### src/design/sopt_pkg.sv
package sopt_pkg;

    // index width of the table, only the low bits of the request index count
    localparam int INDEX_WIDTH = 32;
    localparam int IDX_W       = (INDEX_WIDTH < 32) ? INDEX_WIDTH : 32;

    localparam int PADDR_W   = 4;
    localparam int PDATA_W   = 32;
    localparam int DIV_W     = 32;
    localparam int DIVISOR_W = 16;
    localparam int DIV_STEPS = DIV_W;
    localparam int DIV_CNT_W = $clog2(DIV_STEPS);

    typedef enum logic [1:0] {
        REG_OFFSETS_PER_SEG = 2'd0,
        REG_SEGS_IN_BUCKET  = 2'd1,
        REG_SEG_WIDTH_BITS  = 2'd2
    } reg_idx_t;

    typedef enum logic [2:0] {
        ST_IDLE,
        ST_DIV_SEG,
        ST_DIV_BKT,
        ST_MUL,
        ST_FINISH
    } state_t;

    typedef struct packed {
        logic                 start;
        logic [DIV_W-1:0]     dividend;
        logic [DIVISOR_W-1:0] divisor;
    } div_req_t;

    typedef struct packed {
        logic                 done;
        logic [DIV_W-1:0]     quot;
        logic [DIVISOR_W-1:0] rem;
    } div_rsp_t;

endpackage

### src/design/segmented_offset_position_tracker_unit.sv
// a request whose index is one past the previous one takes the counter step and goes
// straight to the output load; any other request takes two divides on the shared
// radix-2 divider, one multiply step and the output load
// a new request is taken only after the previous result is loaded into the output
// slot, and that load waits while an earlier result is stalled on m_ready
// reset: synchronous active-low aresetn; registers return to 1, no prior access,
// no result pending, no request taken while reset is low
module segmented_offset_position_tracker_unit
    import sopt_pkg::*;
(
    input  logic               aclk,
    input  logic               aresetn,
    // request channel
    input  logic               s_valid,
    output logic               s_ready,
    input  logic [31:0]        s_entry_index,
    // result channel
    output logic               m_valid,
    input  logic               m_ready,
    output logic [31:0]        m_bucket_number,
    output logic [15:0]        m_segment_in_bucket,
    output logic [7:0]         m_position_in_segment,
    output logic [31:0]        m_segment_bit_offset,
    // register port
    input  logic               psel,
    input  logic               penable,
    input  logic               pwrite,
    input  logic [PADDR_W-1:0] paddr,
    input  logic [PDATA_W-1:0] pwdata,
    output logic [PDATA_W-1:0] prdata,
    output logic               pready
);

    // configuration registers
    logic [7:0]  offs_per_seg_reg;
    logic [15:0] segs_in_bucket_reg;
    logic [15:0] seg_width_reg;

    // tracker state
    state_t           state_reg, state_next;
    logic             last_valid_reg;
    logic [IDX_W-1:0] last_index_reg;
    logic [31:0]      cur_bucket_reg;
    logic [15:0]      cur_segment_reg;
    logic [7:0]       cur_position_reg;
    logic [31:0]      cur_bit_offset_reg;

    // output slot
    logic        m_valid_reg;
    logic [31:0] m_bucket_reg;
    logic [15:0] m_segment_reg;
    logic [7:0]  m_position_reg;
    logic [31:0] m_bit_offset_reg;

    logic             cfg_wr;
    reg_idx_t         cfg_idx;
    logic             cfg_hit;
    logic [7:0]       grp;
    logic [15:0]      segs;
    logic [IDX_W-1:0] idx;
    logic             accept;
    logic             seq_hit;
    logic [7:0]       pos_inc;
    logic [15:0]      seg_inc;
    logic             pos_wrap;
    logic             seg_wrap;
    logic             out_free;
    logic             out_load;
    logic             div_start;
    div_req_t         div_req;
    div_rsp_t         div_rsp;

    // ---------------- register port ----------------
    assign pready  = 1'b1;
    assign cfg_wr  = psel & penable & pwrite;
    assign cfg_idx = reg_idx_t'(paddr[3:2]);

    always_comb begin
        cfg_hit = 1'b1;
        prdata  = '0;
        unique case (cfg_idx)
            REG_OFFSETS_PER_SEG: prdata = PDATA_W'(offs_per_seg_reg);
            REG_SEGS_IN_BUCKET:  prdata = PDATA_W'(segs_in_bucket_reg);
            REG_SEG_WIDTH_BITS:  prdata = PDATA_W'(seg_width_reg);
            default:             cfg_hit = 1'b0;
        endcase
    end

    // zero group sizes behave as one
    assign grp  = (offs_per_seg_reg == 8'd0) ? 8'd1 : offs_per_seg_reg;
    assign segs = (segs_in_bucket_reg == 16'd0) ? 16'd1 : segs_in_bucket_reg;

    // ---------------- sequential-access detect ----------------
    assign idx    = s_entry_index[IDX_W-1:0];
    assign accept = s_valid & s_ready;

    // index zero never steps, even after an all-ones index
    assign seq_hit = last_valid_reg && (idx != '0) && (last_index_reg == idx - 1'b1);

    // nested counter step: position, then segment, then bucket
    assign pos_inc  = cur_position_reg + 8'd1;
    assign seg_inc  = cur_segment_reg + 16'd1;
    assign pos_wrap = (pos_inc == grp);
    assign seg_wrap = (seg_inc == segs);

    assign out_free = ~m_valid_reg | m_ready;

    // ---------------- sequencer ----------------
    always_comb begin
        state_next = state_reg;
        unique case (state_reg)
            ST_IDLE: begin
                if (s_valid) begin
                    state_next = seq_hit ? ST_FINISH : ST_DIV_SEG;
                end
            end
            ST_DIV_SEG: begin
                if (div_rsp.done) begin
                    state_next = ST_DIV_BKT;
                end
            end
            ST_DIV_BKT: begin
                if (div_rsp.done) begin
                    state_next = ST_MUL;
                end
            end
            ST_MUL: begin
                state_next = ST_FINISH;
            end
            ST_FINISH: begin
                if (out_free) begin
                    state_next = ST_IDLE;
                end
            end
            default: state_next = ST_IDLE;
        endcase
    end

    always_comb begin
        s_ready   = 1'b0;
        div_start = 1'b0;
        out_load  = 1'b0;
        unique case (state_reg)
            ST_IDLE:    begin
                // no request is taken while reset is held
                s_ready   = aresetn;
                div_start = s_valid & ~seq_hit;
            end
            ST_DIV_SEG: div_start = div_rsp.done;
            ST_DIV_BKT: ;
            ST_MUL:     ;
            ST_FINISH:  out_load = out_free;
            default:    ;
        endcase
    end

    // first divide: index by group size, second: segment number by segments per bucket
    always_comb begin
        div_req.start = div_start;
        if (state_reg == ST_IDLE) begin
            div_req.dividend = DIV_W'(idx);
            div_req.divisor  = DIVISOR_W'(grp);
        end else begin
            div_req.dividend = div_rsp.quot;
            div_req.divisor  = segs;
        end
    end

    sopt_divider u_div (
        .aclk    (aclk),
        .aresetn (aresetn),
        .req     (div_req),
        .rsp     (div_rsp)
    );

    // ---------------- control registers ----------------
    always_ff @(posedge aclk) begin
        if (!aresetn) begin
            state_reg          <= ST_IDLE;
            last_valid_reg     <= 1'b0;
            m_valid_reg        <= 1'b0;
            offs_per_seg_reg   <= 8'd1;
            segs_in_bucket_reg <= 16'd1;
            seg_width_reg      <= 16'd1;
        end else begin
            state_reg <= state_next;

            if (out_load) begin
                m_valid_reg <= 1'b1;
            end else if (m_ready) begin
                m_valid_reg <= 1'b0;
            end

            // any write to a mapped register forces the next request down the divide path
            if (cfg_wr && cfg_hit) begin
                last_valid_reg <= 1'b0;
            end else if (accept) begin
                last_valid_reg <= 1'b1;
            end

            if (cfg_wr) begin
                unique case (cfg_idx)
                    REG_OFFSETS_PER_SEG: offs_per_seg_reg   <= pwdata[7:0];
                    REG_SEGS_IN_BUCKET:  segs_in_bucket_reg <= pwdata[15:0];
                    REG_SEG_WIDTH_BITS:  seg_width_reg      <= pwdata[15:0];
                    default:             ;
                endcase
            end
        end
    end

    // ---------------- position registers ----------------
    always_ff @(posedge aclk) begin
        if (accept) begin
            last_index_reg <= idx;
        end

        unique case (state_reg)
            ST_IDLE: begin
                if (accept && seq_hit) begin
                    if (pos_wrap) begin
                        cur_position_reg <= 8'd0;
                        if (seg_wrap) begin
                            cur_segment_reg    <= 16'd0;
                            cur_bucket_reg     <= cur_bucket_reg + 32'd1;
                            cur_bit_offset_reg <= 32'd0;
                        end else begin
                            cur_segment_reg    <= seg_inc;
                            cur_bit_offset_reg <= cur_bit_offset_reg + 32'(seg_width_reg);
                        end
                    end else begin
                        cur_position_reg <= pos_inc;
                    end
                end
            end
            ST_DIV_SEG: begin
                if (div_rsp.done) begin
                    cur_position_reg <= div_rsp.rem[7:0];
                end
            end
            ST_DIV_BKT: begin
                if (div_rsp.done) begin
                    cur_segment_reg <= div_rsp.rem;
                    cur_bucket_reg  <= div_rsp.quot;
                end
            end
            ST_MUL: begin
                cur_bit_offset_reg <= {16'd0, cur_segment_reg} * {16'd0, seg_width_reg};
            end
            ST_FINISH: ;
            default:   ;
        endcase

        if (out_load) begin
            m_bucket_reg     <= cur_bucket_reg;
            m_segment_reg    <= cur_segment_reg;
            m_position_reg   <= cur_position_reg;
            m_bit_offset_reg <= cur_bit_offset_reg;
        end
    end

    assign m_valid               = m_valid_reg;
    assign m_bucket_number       = m_bucket_reg;
    assign m_segment_in_bucket   = m_segment_reg;
    assign m_position_in_segment = m_position_reg;
    assign m_segment_bit_offset  = m_bit_offset_reg;

endmodule

### src/design/sopt_divider.sv
module sopt_divider
    import sopt_pkg::*;
(
    input  logic     aclk,
    input  logic     aresetn,
    input  div_req_t req,
    output div_rsp_t rsp
);

    logic                 busy_reg;
    logic                 done_reg;
    logic [DIV_CNT_W-1:0] cnt_reg;
    logic [DIV_W-1:0]     quot_reg;
    logic [DIVISOR_W-1:0] rem_reg;
    logic [DIVISOR_W-1:0] divisor_reg;

    logic [DIVISOR_W:0]   rem_shift;
    logic [DIVISOR_W+1:0] diff;
    logic                 fits;

    // one restoring step per cycle
    always_comb begin
        rem_shift = {rem_reg, quot_reg[DIV_W-1]};
        diff      = {1'b0, rem_shift} - {2'b00, divisor_reg};
        fits      = ~diff[DIVISOR_W+1];
    end

    always_ff @(posedge aclk) begin
        if (!aresetn) begin
            busy_reg <= 1'b0;
            done_reg <= 1'b0;
            cnt_reg  <= '0;
        end else begin
            done_reg <= 1'b0;
            if (req.start) begin
                busy_reg <= 1'b1;
                cnt_reg  <= '0;
            end else if (busy_reg) begin
                cnt_reg <= cnt_reg + 1'b1;
                if (cnt_reg == DIV_CNT_W'(DIV_STEPS - 1)) begin
                    busy_reg <= 1'b0;
                    done_reg <= 1'b1;
                end
            end
        end
    end

    always_ff @(posedge aclk) begin
        if (req.start) begin
            quot_reg    <= req.dividend;
            rem_reg     <= '0;
            divisor_reg <= req.divisor;
        end else if (busy_reg) begin
            quot_reg <= {quot_reg[DIV_W-2:0], fits};
            rem_reg  <= fits ? diff[DIVISOR_W-1:0] : rem_shift[DIVISOR_W-1:0];
        end
    end

    assign rsp.done = done_reg;
    assign rsp.quot = quot_reg;
    assign rsp.rem  = rem_reg;

endmodule

### config.mk
export PLATFORM = sky130hd
export DESIGN_NAME = segmented_offset_position_tracker_unit
export DESIGN_NICKNAME = d
export VERILOG_FILES = /design/src/design/sopt_pkg.sv /design/src/design/segmented_offset_position_tracker_unit.sv /design/src/design/sopt_divider.sv
export SDC_FILE = /design/constraint.sdc
export NUM_CORES = 1
export LEC_CHECK = 0
export BUFFER_PORTS_ARGS = -buffer_cell sky130_fd_sc_hd__buf_2
export CORE_MARGIN = 4
export CORE_UTILIZATION = 42
export DETAILED_ROUTE_END_ITERATION = 7
export GPL_TIMING_DRIVEN = 0
export MAX_ROUTING_LAYER = met4
export PLACE_DENSITY = 0.59
export SLEW_MARGIN = 20
export SYNTH_ARGS = -nofsm -noshare
export SYNTH_HDL_FRONTEND = slang
export SYNTH_SLANG_ARGS = --single-unit
### constraint.sdc
create_clock -name aclk -period 6.6 [get_ports aclk]
set_input_delay 0.99 -clock aclk [delete_from_list [all_inputs] [get_ports aclk]]
set_output_delay 0.99 -clock aclk [all_outputs]
set_load 0.02 [all_outputs]
# Word level (Yosys, flattened, before mapping)
# Index checks and enable logic that the tools add are counted.
classes:
  n_eq_ne: 18
  addsub: 7
  reduce_logical: 27
  muxes: 41
  n_mul: 1
  n_bitwise: 10
op_table:
  columns: ["op", "count"]
  rows:
  - ["two-way mux 32 bit", 9]
  - ["one-hot mux 32 bit (2 select lines)", 2]
  - ["two-way mux 16 bit", 6]
  - ["two-way mux 48 bit", 1]
  - ["one-hot mux 16 bit (3 select lines)", 1]
  - ["adder 32 x 1 -> 32 bit (second input constant)", 1]
  - ["adder 32 x 16 -> 32 bit", 1]
  - ["== test 32 bit", 1]
  - ["multiplier 16 x 16 -> 32 bit", 1]
  - ["two-way mux 8 bit", 4]
  - ["one-hot mux 16 bit (2 select lines)", 1]
  - ["nonzero test 32 bit", 1]
  - ["subtractor 32 x 1 -> 32 bit (second input constant)", 1]
  - ["subtractor 17 x 16 -> 18 bit", 1]
  - ["adder 16 x 1 -> 16 bit (second input constant)", 1]
  - ["== test 16 bit", 1]
  - ["zero test 16 bit", 1]
  - ["one-hot mux 8 bit (2 select lines)", 1]
  - ["two-way mux 3 bit", 5]
  - ["one-hot mux 3 bit (5 select lines)", 1]
  - ["nonzero test 2 bit", 5]
  - ["two-way mux 1 bit", 9]
  - ["adder 8 x 1 -> 8 bit (second input constant)", 1]
  - ["== test 8 bit", 1]
  - ["23 further kinds", 47]
word_totals:
  elab_cells: 126
  regBits: 324
  in_bits: 75

# Logic depth before layout (Yosys ltp)
# Gate-level depths: netlist of the first run.
depth:
  ltp_word: 8
  depth_mapped: 24

# Hierarchy
# Synthesis of the first run repeated with hierarchy kept, for this count alone.
hier_totals:
  cells_unflattened: 2573
  area_unflattened_um2: 25777.2
by_module_without_submodules:
  columns: ["mod", "instances", "area_each_um2", "cells_per_inst"]
  rows:
  - ["segmented_offset_position_tracker_unit", 1, 21928.5, 2229]
  - ["sopt_divider", 1, 3848.7, 344]

# Least setup slack after synthesis of the first run
# No wires, ideal clock.
synth_timing:
  path_type: "reg-to-reg"
  start: "register cur_segment_reg[7]"
  end: "register cur_bit_offset_reg[30] (data pin)"
  setup_ns: 0.271
  path_buffers: 2
  required_time_ns: 6.329
  path_slack_ns: -0.238
  arrival_ns: 6.566
  period_less_slack_ns: 6.838
  path_stages_with_launch: 23
  cell_sequence: "edfxtp_1 clkbuf_1 buf_1 nand2_1 fa_1 fa_1 fa_1 fa_1 inv_1 fa_1 inv_1 fa_1 inv_1 ha_1 a21o_1 a2111oi_1 a211oi_1 a311oi_1 o21ai_1 a2111oi_0 o31ai_1 xnor2_1 o22ai_1"
synth_between:
  elab_chain_cells: 6
synth_rtl:
  columns: ["item", "line", "rtl"]
  rows:
  - ["start: declaration", "segmented_offset_position_tracker_unit.sv:44", "logic [15:0] cur_segment_reg;"]
  - ["start signal: assignment", "segmented_offset_position_tracker_unit.sv:228", "cur_segment_reg <= seg_inc;"]
  - ["start signal: assignment", "segmented_offset_position_tracker_unit.sv:243", "cur_segment_reg <= div_rsp.rem;"]
  - ["branches (longest 5 deep; another with multiplier 16 x 16 -> 32 bit)", null, null]
  - ["one-hot mux 32 bit (2 select lines) *", "segmented_offset_position_tracker_unit.sv:218", "unique case (state_reg)"]
  - ["end signal: assignment", "segmented_offset_position_tracker_unit.sv:229", "cur_bit_offset_reg <= cur_bit_offset_reg + 32'(seg_width_reg);"]
  - ["end signal: assignment", "segmented_offset_position_tracker_unit.sv:248", "cur_bit_offset_reg <= {16'd0, cur_segment_reg} * {16'd0, seg_width_reg};"]
  - ["end: declaration", "segmented_offset_position_tracker_unit.sv:46", "logic [31:0] cur_bit_offset_reg;"]
# Every way passes the cells marked *. The select of a mux whose other input is x is not followed.
# A chain may end at the register's enable or synchronous reset.

# Final worst setup path of the first run
layout_timing:
  start: "register cur_segment_reg[9]"
  end: "register cur_bit_offset_reg[28] (data pin)"
# Same word-level chain as after synthesis.

==> metrics, run 1 <==
Chip Height=253 um; Hold Fails Final Rpt=0; nets=~3300; Worst Path Buf+Inv=5; period utilisation layout=0.993; CP dominant cell by count=fa_1; critical path class=reg -> reg; die width=around 250 um; Worst Hold Launch=cur_bit_offset_reg[31]$_DFFE_PP_; Synth Area in Simple Gates=0.168; crit path cell chain=buf_8 > buf_8 > nand2_1 > fa_1 > fa_1 > fa_2 > fa_1 > inv_2 > fa_1 > inv_1 > fa_1 > inv_2 > ha_4 > a21o_1 > a2111oi_4 > a211oi_2 > a311oi_2 > o21ai_2 > a2111oi_4 > nor2_1 > xnor2_1 > o22ai_1; largest net degree at the start of global routing=33; post-synthesis compound-gate area fraction=0.0900; placed cell count=3514; Initial DRC Count=between 1000 and 1500; DRC=0; Post-Synthesis Cell Area=around 0.025 mm2; Max FO, Critical Path=9; post-synthesis sequential area ratio=0.360; Post-DP HPWL=about 58000 um; Reg2Reg Setup Slack=between 40 and 50 ps; initial antenna violation count=0; dpl ws=-1260 ps; Yosys top cell by area=edfxtp_1; Adder-Cell Fraction of Synth Area=0.227; worst hold path depth=0; Yosys cell types=84; RSZ-0062 raised after global routing=yes; share of layout cells above drive strength 1=0.166; count of buffers from port buffering=roughly 160; CP Capture Type=flip-flop; Req. time, crit path=around 6900 ps; overall power=~0.0052 W; Post-Syn Instances=2558; Layout Area Growth over Synthesis=18.3%; Vias=19700; CP top delay family=adder cells; vias in the first global route=around 20000; number of CTS-inserted buffers=38; final RePlAce weighted congestion=0.955; router iterations before antenna repair=5; I/O Pins=a little under 200; clk sinks=approximately 320; Async S/R FF share, synth=0; ANT nets after route=0; Die ar.=between 0.06 and 0.07 mm2; relative slew slack=0.386; cell row count=89; via/cell ratio=approximately 5.4; VDD IR max=approximately 0.14 mV; mux cell area share after synthesis=0.0259; Pwr Density=174 mW/mm2; Arr. time, crit path=roughly 6800 ps; GRT Overall Usage=0.239; Static Leakage=around 13 nW; hold slack final=between 400 and 500 ps; worst min path class=reg -> reg; Seq cells post-synth=324; core area=0.0591 mm2; Worst-path clk slew=~60 ps; Post-synth EDFFs=about 260; R2R cell count=22; TNS Setup=0 ps; Achievable Freq=about 150 MHz; Least-Margin Pin Slew=~900 ps; Crit path largest cell delay=590 ps; WHS Endpoint=m_segment_bit_offset[31]$_DFFE_PP_; status=finished clean; CTS tree=built; origin of the critical flop-to-flop path=cur_segment_reg[9]$_DFFE_PP_; Max-cap violations=0; Main synth FF type=edfxtp_1; Root Buffer=clkbuf_16; Synthesis Warnings=0; clk_skew=between 30 and 40 ps; mean post-synth cell area=9.83 um2; synth cell count leaders=nand2_1 (397), inv_1 (301), edfxtp_1 (256); main combinational cell family by area after synthesis=adder cells; Worst-Skew Late Latency=slightly below 600 ps; total grt overflow=0; Setup WS post-layout=46.3 ps; first-pass GRT wire length=116000 um; top cell type's share of synthesized area=0.306; fin. max-slew vios=0; Final setup viols=0; top-count cell post-synth=nand2_1; total wire length=~74000 um; Synth Area in XOR/XNOR=0.0592; CTS H-tree lvls=2; Initial Util=0.425; final critical-path required period=6550 ps; Post-Layout Cell Count=3649; Avg WL per Cell=slightly above 20 um; CP max-delay cell=fa_1; CTS Buffer Depth=3; synth top area cells=edfxtp_1 (31%), fa_1 (16%), ha_1 (7.1%), nand2_1 (5.9%), dfxtp_1 (5.4%); capturing point of the worst reg2reg path=cur_bit_offset_reg[28]$_DFFE_PP_; CP startpoint kind=flip-flop
area by class of cell:
type	instances	area (um2)
fillers	5360	29400
multi-input cells	1810	14700
flip-flops and latches	324	9100
repair buffers	240	1560
inverters	302	1130
clock buffers	51	1070
plain buffers	127	973
well taps	773	967
clock inverters	19	221
diodes	3	7.51
kinds of logic (layout without fill, tap and decap cells):
kind of cell,count (synthesis),in the layout
xor gates and xnor gates,170,170
other,2,20
AOI/OAI and AO/OA,355,355
DFF,324,324
and+or+nand+nor,865,865
adders and majority gates,339,339
muxes,64,64
buffers and inverters,439,739
timing repair:
action / 4_1_cts / 5_1_grt
setup buffers: 29 / 40
hold buffers: 0 / 0
cloned: 0 / 3
resized for setup: 166 / 95
endpoints found under the setup margin: 18 / 10
endpoints found under the hold margin: 0 / 0
pin swaps: 15 / 60
worst max-delay path by stage:
stage          slack [ps]                     startpoint                                to  cells past startpoint
2_1_floorplan          30   cur_segment_reg[7]$_DFFE_PP_  cur_bit_offset_reg[30]$_DFFE_PP_                     24
3_3_place_gp        -1290  cur_segment_reg[14]$_DFFE_PP_  cur_bit_offset_reg[30]$_DFFE_PP_                     22
3_5_place_dp        -1260  cur_segment_reg[14]$_DFFE_PP_  cur_bit_offset_reg[30]$_DFFE_PP_                     22
4_1_cts               0.5   cur_segment_reg[4]$_DFFE_PP_  cur_bit_offset_reg[22]$_DFFE_PP_                     23
5_1_grt              -150   cur_segment_reg[6]$_DFFE_PP_  cur_bit_offset_reg[28]$_DFFE_PP_                     22
6_report               50   cur_segment_reg[9]$_DFFE_PP_  cur_bit_offset_reg[28]$_DFFE_PP_                     22
power breakdown:
group          switching (W)  leakage (nW)  internal, W
Combinational       0.000388          9.20     0.000270
Clock               0.000912         0.641      0.00128
Sequential         0.0000726          2.91      0.00225
metrics by stage:
step	cell area [um2]	util
floorplan	25200	-
global placement	27000	0.457
detailed placement	27200	0.460
CTS	29300	0.495
global route	29800	0.503
finish	29800	0.503
per-layer routing:
metal  wire length (um)  vias up  share of wire  global-route usage
met4               2450        0          0.033              0.0682
met2              33400      668           0.45               0.367
met3               4590      150          0.062              0.0394
met5                  0        -              0                   -
met1              34000     9731           0.46               0.331
li1                   -     9143              -                   -
placed cells by master, fill, tap and decap left out, drive strengths merged, types with 13 or more instances in the layout:
master,count
a21o,24
a21oi,105
a22o,14
and2,130
and3,36
and4,13
buf,295
clkbuf,123
conb,17
dfxtp,68
edfxtp,256
fa,196
ha,143
inv,307
mux2i,55
nand2,397
nand3,52
nand4,24
nor2,96
nor2b,23
nor3,31
nor4,14
o21ai,84
o22ai,23
o31ai,22
xnor2,87
xor2,83
No activity file was read; power rests on OpenSTA's default activity.
==> run 2: changes to the inputs <==
SETUP_SLACK_MARGIN = 0.05   (was default)
==> run 2 against run 1 <==
Against the previous run: wire length fell by 0.11%; via count fell by 1.2%; sequential cell count did not move; combinational power rose by 1%; total power fell by 2.8%; critical endpoint is now cur_bit_offset_reg[30]$_DFFE_PP_; largest power group unchanged.
==> metrics, run 2 (synthesis gave the netlist of run 1 again) <==
Req. time, crit path=roughly 6900 ps; CP dominant cell by count=fa_1; Least-Margin Pin Slew=896 ps; area of the multi-input gates=~0.015 mm2; Worst-Skew Late Latency=between 500 and 600 ps; Setup WS post-layout=between 20 and 25 ps; CP startpoint kind=flip-flop; CP top delay family=adder cells; wire length on met1=33700 um; Layout Area Growth over Synthesis=18.7%; Crit path largest cell delay=~540 ps; Final setup viols=0; clk sinks=324; Reg2Reg Setup Slack=20 ps; Post-Layout Cell Count=roughly 3600; total grt overflow=0; CP Capture Type=flip-flop; dpl ws=-1220 ps; count of buffers from port buffering=162; cell row count=about 90; placed cell count=3515; initial antenna violation count=3; period utilisation layout=0.996; Chip Height=253 um; Max FO, Critical Path=6; fillers=approximately 5400; crit path cell chain=clkbuf_8 > buf_12 > and2_4 > fa_1 > inv_2 > fa_1 > fa_1 > fa_1 > inv_2 > fa_1 > inv_2 > fa_1 > inv_2 > ha_4 > a21o_1 > a2111oi_4 > a211oi_2 > a311oi_2 > o21ai_2 > a2111oi_4 > o31ai_2 > xnor2_1 > o22ai_1; Post-DP HPWL=roughly 57000 um; final RePlAce weighted congestion=0.934; Pwr Density=roughly 170 mW/mm2; total wire length=74400 um; Arr. time, crit path=between 6000 and 7000 ps; CP max-delay cell=fa_1; DRC=0; Worst-path clk slew=~60 ps; Initial Util=0.425; worst min path class=reg -> reg; CTS tree=built; vias in the first global route=~20000; Max-cap violations=0; final critical-path required period=about 6600 ps; largest net degree at the start of global routing=33; Vias=~20000; top routing layer in use=met4; Die ar.=~0.064 mm2; Achievable Freq=~150 MHz; Avg WL per Cell=roughly 20 um; core area=approximately 0.059 mm2; VDD IR max=0.173 mV; Sequential Area=a little over 0.009 mm2; share of layout cells above drive strength 1=0.171; via/cell ratio=roughly 5.3; first-pass GRT wire length=around 120000 um; Static Leakage=between 10 and 15 nW; fin. max-slew vios=0; number of CTS-inserted buffers=39; placed instance area=0.0272 mm2; router iterations before antenna repair=5; Worst Path Buf+Inv=6; Root Buffer=clkbuf_16; CTS Buffer Depth=3; critical path class=reg -> reg; most frequent cells in the layout=nand2_1 (393), inv_1 (284), edfxtp_1 (256); Hold Fails Final Rpt=0; clk_skew=approximately 27 ps; nets=around 3300; CTS H-tree lvls=2; Layout Utilization=0.505; Detail Route met3 WL=5530 um; status=finished clean; most common cell after layout, fill and taps aside=nand2_1; met2 WL=33200 um; die width=253 um; RSZ-0062 raised after global routing=yes; GRT Overall Usage=0.238; relative slew slack=0.402; ANT nets after route=0; final instance area=roughly 0.03 mm2; I/O Pins=198; Initial DRC Count=1387
==> run 2: cell types whose count changed in the layout (fill, tap and decap cells not counted), moves of 5 or more <==
| cell | change |
|---|---|
| buf_4 | -14 |
| clkbuf_8 | +10 |
| clkinv_2 | +10 |
| inv_1 | -7 |
| inv_2 | +7 |
| ha_4 | +6 |
| ha_1 | -5 |
==> run 2: through the flow <==
stage	hold slack [ps]	power [W]	TNS [ps]
after floorplan	424	0.00280	0
after detailed placement	464	0.00299	-11270
after CTS	475	0.00506	0
after global placement	460	0.00298	-98150
after global routing	481	0.00525	-596
final	474	0.00504	0
==> run 2: where the power goes <==
group          switching [W]  internal (W)
combinational       0.000392      0.000274
clock               0.000908       0.00114
sequential         0.0000686       0.00226
==> run 2: layout make-up <==
| cell class | count | area share |
|---|---|---|
| buffer | 135 | 0.0376 |
| sequential | 324 | 0.305 |
| multi-input combinational | 1810 | 0.497 |
| clock buffer | 46 | 0.0346 |
| clock inverter | 24 | 0.00557 |
| inverter | 302 | 0.0380 |
| timing repair buffer | 233 | 0.0503 |
| antenna | 1 | 0.0000838 |
| tap | 773 | 0.0324 |
==> run 2: final timing paths <==
path,from,to,cells after the start
max reg2reg,cur_segment_reg[6]$_DFFE_PP_,cur_bit_offset_reg[30]$_DFFE_PP_,23
min,cur_position_reg[7]$_DFFE_PP_,m_position_in_segment[7]$_DFFE_PP_,0
min reg2reg,cur_position_reg[7]$_DFFE_PP_,m_position_in_segment[7]$_DFFE_PP_,0
max,cur_segment_reg[6]$_DFFE_PP_,cur_bit_offset_reg[30]$_DFFE_PP_,23
==> run 2: metal layers <==
layer,vias to the layer above,global-route usage
met1,9523,0.337
met3,110,0.0359
met2,685,0.365
met4,0,0.0563
li1,9128,-
met5,-,-
==> run 2: what timing repair did <==
action / 4_1_cts / 5_1_grt
hold buffers: 0 / 0
resized for setup: 189 / 74
pin swaps: 27 / 56
setup buffers: 36 / 28
endpoints found under the setup margin: 18 / 10
